===== config.mk =====
export PLATFORM = sky130hd
export DESIGN_NAME = epc_cfg
export DESIGN_NICKNAME = d
export VERILOG_FILES = /design/src/rtl/assert_macros.svh /design/src/rtl/epc_pkg.sv /design/src/rtl/epc_cfg.sv
export SDC_FILE = /design/constraint.sdc
export NUM_CORES = 2
export LEC_CHECK = 0
export BUFFER_PORTS_ARGS = -buffer_cell sky130_fd_sc_hd__buf_4
export CAP_MARGIN = 0
export CORE_MARGIN = 4
export CORE_UTILIZATION = 30
export DETAILED_ROUTE_END_ITERATION = 8
export HOLD_SLACK_MARGIN = 0.15
export SLEW_MARGIN = 20
export SYNTH_ARGS = -nofsm -noshare
export SYNTH_HDL_FRONTEND = slang
export SYNTH_SLANG_ARGS = --single-unit

===== constraint.sdc =====
create_clock -name clk -period 6.62 [get_ports clk]
set_input_delay 1.324 -clock clk [delete_from_list [all_inputs] [get_ports clk]]
set_output_delay 1.324 -clock clk [all_outputs]
set_load 0.01 [all_outputs]

===== src/rtl/assert_macros.svh =====
// ----------------------------------------------------------------------------
// Assertion macros
// Concurrent assertion wrappers used by the ellipse coverage pixel pipeline.
// ----------------------------------------------------------------------------
`ifndef ASSERT_MACROS_SVH
`define ASSERT_MACROS_SVH
`ifndef SYNTHESIS
// Same-cycle implication, disabled during reset.
`define EPC_ASSERT_NOW(label, clk, rst_n, ante, cons) \
    label: assert property (@(posedge clk) disable iff (!rst_n) (ante) |-> (cons)) \
        else $error("assertion failed");
// Next-cycle implication, disabled during reset.
`define EPC_ASSERT_NEXT(label, clk, rst_n, ante, cons) \
    label: assert property (@(posedge clk) disable iff (!rst_n) (ante) |=> (cons)) \
        else $error("assertion failed");
`else
`define EPC_ASSERT_NOW(label, clk, rst_n, ante, cons)
`define EPC_ASSERT_NEXT(label, clk, rst_n, ante, cons)
`endif
`endif


===== src/rtl/epc_pkg.sv =====
`timescale 1ns / 1ps
// ----------------------------------------------------------------------------
// Ellipse coverage package
// Widths, register indexes and the geometry bundle shared by the design.
// ----------------------------------------------------------------------------
package epc_pkg;

    localparam int COORD_BITS    = 12;
    localparam int COLOR_BITS    = 8;
    localparam int SQ_BITS       = 2 * COORD_BITS;
    localparam int PROD_BITS     = 4 * COORD_BITS;
    localparam int CFG_ADDR_BITS = 4;
    localparam int CFG_DATA_BITS = (COORD_BITS > COLOR_BITS) ? COORD_BITS : COLOR_BITS;
    localparam int IN_BITS       = 2 * COORD_BITS;
    localparam int IN_TDATA_BITS = ((IN_BITS + 7) / 8) * 8;
    localparam int OUT_BITS      = 2 * COORD_BITS + 3 * COLOR_BITS;
    localparam int OUT_TDATA_BITS = ((OUT_BITS + 7) / 8) * 8;
    localparam int OUT_TUSER_BITS = 2;

    typedef enum logic [CFG_ADDR_BITS-1:0] {
        REG_CORNER_A_X,
        REG_CORNER_A_Y,
        REG_CORNER_B_X,
        REG_CORNER_B_Y,
        REG_FILLED_MODE,
        REG_CLEAR_RED,
        REG_CLEAR_GREEN,
        REG_CLEAR_BLUE
    } cfg_reg_t;

    typedef logic signed [COORD_BITS-1:0] coord_t;
    typedef logic [COORD_BITS-1:0]        radius_t;
    typedef logic [SQ_BITS-1:0]           square_t;
    typedef logic [PROD_BITS-1:0]         prod_t;
    typedef logic [COLOR_BITS-1:0]        color_t;

    typedef struct packed {
        coord_t  cx;
        coord_t  cy;
        radius_t rx_outer;
        radius_t ry_outer;
        radius_t rx_inner;
        radius_t ry_inner;
        square_t rx2_outer;
        square_t ry2_outer;
        square_t rx2_inner;
        square_t ry2_inner;
        prod_t   rhs_outer;
        prod_t   rhs_inner;
        logic    inner_en;
        color_t  red;
        color_t  green;
        color_t  blue;
    } geom_t;

endpackage


===== src/rtl/epc_cfg.sv =====
`timescale 1ns / 1ps
// ----------------------------------------------------------------------------
// Ellipse coverage configuration
// Register file and the three-stage pipeline that derives centre, radii,
// squared radii and the right-hand side of both implicit tests.
// ----------------------------------------------------------------------------
module epc_cfg (
    input  logic                               clk,
    input  logic                               rst_n,
    input  logic                               cfg_valid,
    output logic                               cfg_ready,
    input  logic [epc_pkg::CFG_ADDR_BITS-1:0]  cfg_addr,
    input  logic [epc_pkg::CFG_DATA_BITS-1:0]  cfg_data,
    output epc_pkg::geom_t                     geom
);
    import epc_pkg::*;

    coord_t  ax_reg, ay_reg, bx_reg, by_reg;
    logic    filled_reg;
    color_t  red_reg, green_reg, blue_reg;

    coord_t  cx_reg, cy_reg;
    radius_t rxo_reg, ryo_reg, rxi_reg, ryi_reg;
    square_t rx2o_reg, ry2o_reg, rx2i_reg, ry2i_reg;
    prod_t   rhso_reg, rhsi_reg;

    logic signed [COORD_BITS:0]   sum_x, sum_y, adj_x, adj_y;
    logic signed [COORD_BITS:0]   dif_xo, dif_yo;
    logic signed [COORD_BITS+1:0] dif_xi, dif_yi;
    logic [COORD_BITS:0]          mag_xo, mag_yo;
    logic [COORD_BITS+1:0]        mag_xi, mag_yi;

    assign cfg_ready = 1'b1;

    always_ff @(posedge clk or negedge rst_n)
    begin
        if (!rst_n)
        begin
            ax_reg     <= '0;
            ay_reg     <= '0;
            bx_reg     <= '0;
            by_reg     <= '0;
            filled_reg <= 1'b0;
            red_reg    <= '0;
            green_reg  <= '0;
            blue_reg   <= '0;
        end
        else if (cfg_valid)
        begin
            unique case (cfg_addr)
                REG_CORNER_A_X:  ax_reg     <= cfg_data[COORD_BITS-1:0];
                REG_CORNER_A_Y:  ay_reg     <= cfg_data[COORD_BITS-1:0];
                REG_CORNER_B_X:  bx_reg     <= cfg_data[COORD_BITS-1:0];
                REG_CORNER_B_Y:  by_reg     <= cfg_data[COORD_BITS-1:0];
                REG_FILLED_MODE: filled_reg <= cfg_data[0];
                REG_CLEAR_RED:   red_reg    <= cfg_data[COLOR_BITS-1:0];
                REG_CLEAR_GREEN: green_reg  <= cfg_data[COLOR_BITS-1:0];
                REG_CLEAR_BLUE:  blue_reg   <= cfg_data[COLOR_BITS-1:0];
                default:         ;
            endcase
        end
    end

    // The inward move shifts both corners oppositely, so the inner centre
    // equals the outer one. The centre truncates toward zero.
    always_comb
    begin
        sum_x  = (COORD_BITS+1)'(ax_reg) + (COORD_BITS+1)'(bx_reg);
        sum_y  = (COORD_BITS+1)'(ay_reg) + (COORD_BITS+1)'(by_reg);
        adj_x  = sum_x + {{COORD_BITS{1'b0}}, sum_x[COORD_BITS]};
        adj_y  = sum_y + {{COORD_BITS{1'b0}}, sum_y[COORD_BITS]};
        dif_xo = (COORD_BITS+1)'(bx_reg) - (COORD_BITS+1)'(ax_reg);
        dif_yo = (COORD_BITS+1)'(by_reg) - (COORD_BITS+1)'(ay_reg);
        dif_xi = (COORD_BITS+2)'(dif_xo) - (COORD_BITS+2)'(2);
        dif_yi = (COORD_BITS+2)'(dif_yo) - (COORD_BITS+2)'(2);
        mag_xo = dif_xo[COORD_BITS] ? -dif_xo : dif_xo;
        mag_yo = dif_yo[COORD_BITS] ? -dif_yo : dif_yo;
        mag_xi = dif_xi[COORD_BITS+1] ? -dif_xi : dif_xi;
        mag_yi = dif_yi[COORD_BITS+1] ? -dif_yi : dif_yi;
    end

    always_ff @(posedge clk)
    begin
        cx_reg   <= adj_x[COORD_BITS:1];
        cy_reg   <= adj_y[COORD_BITS:1];
        rxo_reg  <= mag_xo[COORD_BITS:1];
        ryo_reg  <= mag_yo[COORD_BITS:1];
        rxi_reg  <= mag_xi[COORD_BITS:1];
        ryi_reg  <= mag_yi[COORD_BITS:1];
        rx2o_reg <= SQ_BITS'(rxo_reg) * SQ_BITS'(rxo_reg);
        ry2o_reg <= SQ_BITS'(ryo_reg) * SQ_BITS'(ryo_reg);
        rx2i_reg <= SQ_BITS'(rxi_reg) * SQ_BITS'(rxi_reg);
        ry2i_reg <= SQ_BITS'(ryi_reg) * SQ_BITS'(ryi_reg);
        rhso_reg <= PROD_BITS'(rx2o_reg) * PROD_BITS'(ry2o_reg);
        rhsi_reg <= PROD_BITS'(rx2i_reg) * PROD_BITS'(ry2i_reg);
    end

    always_comb
    begin
        geom.cx        = cx_reg;
        geom.cy        = cy_reg;
        geom.rx_outer  = rxo_reg;
        geom.ry_outer  = ryo_reg;
        geom.rx_inner  = rxi_reg;
        geom.ry_inner  = ryi_reg;
        geom.rx2_outer = rx2o_reg;
        geom.ry2_outer = ry2o_reg;
        geom.rx2_inner = rx2i_reg;
        geom.ry2_inner = ry2i_reg;
        geom.rhs_outer = rhso_reg;
        geom.rhs_inner = rhsi_reg;
        geom.inner_en  = !filled_reg;
        geom.red       = red_reg;
        geom.green     = green_reg;
        geom.blue      = blue_reg;
    end

endmodule


======== Word level (Yosys, flattened, before mapping) ========
Cells that the tools add are included.
cells by class
  add/subtract/negate cells ............... 12
  multiply operators ...................... 6
  equal/unequal tests ..................... 7
  mux-type cells .......................... 4
  reduce and logical (&&, ||, !) cells .... 10
operators by type and width
  cell                                                count
  multiplier 12 x 12 -> 24 bit                        4
  multiplier 24 x 24 -> 48 bit                        2
  negation 13 bit                                     4
  subtractor 13 x 3 -> 14 bit, second input constant  2
  adder 12 x 12 -> 13 bit                             2
  adder 13 x 1 -> 13 bit                              2
  two-way mux 13 bit                                  2
  subtractor 12 x 12 -> 13 bit                        2
  two-way mux 12 bit                                  2
  == test 4 x 3 -> 1 bit, second input constant       4
  AND reduction 2 bit                                 8
  == test 4 x 2 -> 1 bit, second input constant       2
  == test 4 x 1 -> 1 bit, second input constant       1
  zero test 4 bit                                     1
  zero test 1 bit                                     1
storage, ports and cells
  register bits ........................... 337
  input bits .............................. 19
  output and inout port bits .............. 290

======== Logic depth before layout (Yosys ltp) ========
  depth in word-level cells ............... 4
  depth in mapped cells ................... 28

======== Worst setup path after synthesis ========
No wires, ideal clock.
  path type ............................... reg2reg
  from .................................... register rx2o_reg[19]
  to ...................................... register rhso_reg[47]
  library setup time ...................... 0.129 ns
  arrival time ............................ 6.879 ns
  required time ........................... 6.491 ns
  path slack .............................. -0.388 ns
  stages on the path, launching flop included .. 26
  path buffers ............................ 2
  period minus slack after synthesis ...... 7.008 ns
  cell sequence ........................... dfxtp_1 -> clkbuf_1 -> nand2_1 -> fa_1 -> inv_1 -> fa_1 -> inv_1 -> fa_1 -> inv_1 -> fa_1 -> fa_1 -> fa_1 -> inv_1 -> fa_1 -> inv_1 -> ha_1 -> clkbuf_1 -> nand2_1 -> or4_1 -> or3_1 -> a31oi_1 -> o21ai_0 -> nand2_1 -> a21oi_1 -> o41ai_1 -> xnor2_1
between the ends
  longest elaborated chain between the ends .. 1
RTL lines
  what                          line           text
  start: declaration            epc_cfg.sv:24  square_t rx2o_reg, ry2o_reg, rx2i_reg, ry2i_reg;
  start signal: assignment      epc_cfg.sv:90  rx2o_reg <= SQ_BITS'(rxo_reg) * SQ_BITS'(rxo_reg);
  multiplier 24 x 24 -> 48 bit  epc_cfg.sv:94  rhso_reg <= PROD_BITS'(rx2o_reg) * PROD_BITS'(ry2o_reg);
  end signal: assignment        epc_cfg.sv:94
  end: declaration              epc_cfg.sv:25  prod_t rhso_reg, rhsi_reg;
No other way between the ends.
A chain may end at the register's enable or synchronous reset.

======== Final worst setup path ========
  from .................................... register ry2o_reg[4]
  to ...................................... register rhso_reg[42]
between the ends
  longest elaborated chain between the ends .. 1
RTL lines
  what                          line           text
  start: declaration            epc_cfg.sv:24
  start signal: assignment      epc_cfg.sv:91  ry2o_reg <= SQ_BITS'(ryo_reg) * SQ_BITS'(ryo_reg);
  multiplier 24 x 24 -> 48 bit  epc_cfg.sv:94
No other way between the ends.

==> summary.md <==
| Metric | Value |
|---|---|
| Dpl hpwl | `146.1 mm` |
| Yosys reg bits | `331` |
| CP max FO | `5` |
| Cells after DPL | `10190` |
| Final-layout fill cell count | `21120` |
| Top cell by count, worst path | `fa_1` |
| Placement Cell Area | `72030 um^2` |
| Layout area overhead | `19.12%` |
| Slew @ Worst Pin | `1.013 ns` |
| GPL Wtd Cong | `0.8663` |
| Ys async rst share | `22.05%` |
| Largest net degree at the start of global routing | `74` |
| DRC | `0` |
| Row count | `168` |
| First-pass GRT wire length | `278.0 mm` |
| Endpoints failing hold | `0` |
| CTS sink cnt | `331` |
| Pre-Repair DR Iteration Count | `7` |
| Slowest stage delay, CP | `0.58 ns` |
| Launching element type of the critical path | `flop` |
| CTS Buf Count | `49` |
| Dominant cell type by area after synthesis | `fa_1` |
| Routed Antenna Nets | `0` |
| Unrepaired setup endpoints after global routing | `yes` |
| CTS Root Cell | `clkbuf_16` |
| Failing checks | `negative setup slack` |
| Final period util | `103.3%` |
| H-tree Lvls | `2` |
| Syn_area_per_cell | `9.215 um^2` |
| Worst hold path type | `flop to flop` |
| Full die area | `219700 um^2` |
| WP data arrival | `7.41 ns` |
| Layout cells sized above 1 | `16.95%` |
| Die H | `468.7 um` |
| Worst slack, placed | `-0.6505 ns` |
| Final Net Count | `9430` |
| Library cells used by synthesis | `86` |
| Wire length per cell | `16.73 um` |
| Final WS setup | `-0.2185 ns` |
| Post-Syn Instances | `6911` |
| Primary FF master, synth | `dfxtp_1` |
| IO Pins | `309` |
| DRT iter0 DRCs | `2245` |
| Status | `complete, but fails checks` |
| Final Max Slew Viols | `0` |
| Clk_lat worst skew | `0.68 ns` |
| Worst relative slew slack | `32.48%` |
| Initial Utilization | `30.27%` |
| Grt ovf | `0` |
| CTS Buffer Depth | `3` |
| Synth top area share | `38.13%` |
| Vias in the first global route | `50980` |
| DR vias | `46970` |
| CP Data Required Time | `7.19 ns` |
| Utilization after layout | `36.05%` |
| Setup-failing EPs final | `16` |
| Final wirelength | `173.2 mm` |
| Design Area, Final | `75860 um^2` |
| I/O Buffers | `301` |
| Setup Crit Path Kind | `flop to flop` |
| Antenna violations before repair | `4` |
| Critical path capture point type | `flop` |
| Synth area leaders | `fa_1, ha_1, inv_1` |
| GRT Total Usage | `15.85%` |
| EDFF count, synth | `0` |
| CTS tree | `built` |
| Final min period | `6.838 ns` |
| Clock Skew | `0.02990 ns` |
| Register area share after synthesis | `10.98%` |
| CTS clk-pin slew, worst paths | `0.06 ns` |
| YS warnings | `0` |
| Synthesized area | `63680 um^2` |
| Crit-path slowest cell | `fa_1` |
| Hold_buf cts | `0` |
| Vias per inst | `4.536` |
| Die width | `468.7 um` |
| Core area | `210400 um^2` |
| Final Non-Filler Cells | `10360` |
| Fmax | `0.1462 GHz` |
| Max Cap Viol | `0` |
[cell type report]
class	instances	area, um^2	area share [%]
timing repair buffer	800	6639	8.751
antenna	5	12.51	0.01649
clock buffer	60	1308	1.724
tap	2805	3510	4.626
multi-input combinational	4758	50940	67.15
inverter	1565	5874	7.744
clock inverter	32	397.9	0.5245
sequential	331	7182	9.467
[critical path, delay by kind of cell, from the launching register on]
| family | cells | cell delay (ns) |
|---|---|---|
| flops | 1 | 0.35 |
| simple gates | 3 | 0.76 |
| xor+xnor | 1 | 0.11 |
| compound gates | 5 | 0.95 |
| fa+ha+maj | 8 | 3.79 |
| buf+inv | 8 | 0.76 |
[synth_stat cells, types with 44 or more instances]
library cell and number:
xnor2_1 215, inv_1 1565, dfrtp_1 73, fa_1 1213, and2_1 753, a21o_1 70
clkbuf_1 263, nor2_1 180, nand2_1 677, nor3_1 49, o21ai_0 94, xor2_1 80
mux2_2 76, dfxtp_1 258, a21oi_1 177, nor2b_1 44, ha_1 693
[cell families (layout without fill, tap and decap cells)]
group,after synthesis,in the layout,synth area share (%)
DFF,331,331,10.98
adders and majority gates,1906,1906,51.75
buffers and inverters,1848,2457,10.96
muxes,78,78,1.375
and+or+nand+nor,1893,1893,15.17
xor gates and xnor gates,296,296,4.092
other,2,33,0.01179
AOI/OAI and AO/OA,557,557,5.658
[worst paths after layout]
kind / from / to / slack, ns / cells after the start
worst max-delay path: ry2o_reg[4] / rhso_reg[42] / -0.22 / 25
worst min-delay path: green_reg[6] / green_reg[6] / 0.51 / 1
worst max register to register: ry2o_reg[4] / rhso_reg[42] / -0.22 / 25
worst min register to register: green_reg[6] / green_reg[6] / 0.51 / 1
max in group asynchronous: rst_n / ay_reg[8] / 5.17 / 1
min in group asynchronous: rst_n / blue_reg[2] / 0.80 / 1
[timing repair]
item / CTS / global route
endpoints found under the setup margin: 40 / 41
gates cloned: 2 / 0
gates resized for setup: 268 / 176
setup buffers: 40 / 37
pin swaps: 97 / 126
[stage by stage]
step                hold WS, ns  TNS (ns)
floorplan                0.4115  -0.04605
global placement         0.4929    -12.48
detailed placement       0.4971    -13.57
CTS                      0.5146    -2.165
global route             0.5300    -6.603
finish                   0.5090    -1.942
[placed cells by master (no fill, tap or decap), drive strengths merged, types with 19 or more instances in the layout]
cell type	instances
or2	20
a21oi	178
clkbuf	60
dfxtp	258
o21bai	32
and2	753
xnor2	215
nor3	50
conb	28
a211oi	19
dfrtp	73
nand2	678
mux2	76
a21o	70
xor2	80
a31oi	19
nor2b	44
or3	23
nand2b	26
nand3	40
o21a	30
o21ai	100
nand4	21
inv	1575
fa	1213
ha	693
nor2	180
buf	800
[per-layer routing]
metal	GRT usage (%)	wire (um)	part of all wire, %
met5	0	0	0
met4	5.213	5883	3.4
met3	2.349	8311	4.8
met2	27.53	85490	49
met1	20.17	73540	42
Power is not shown: default switching activity piles up to over one toggle a cycle in this logic, so the estimate is an artifact.
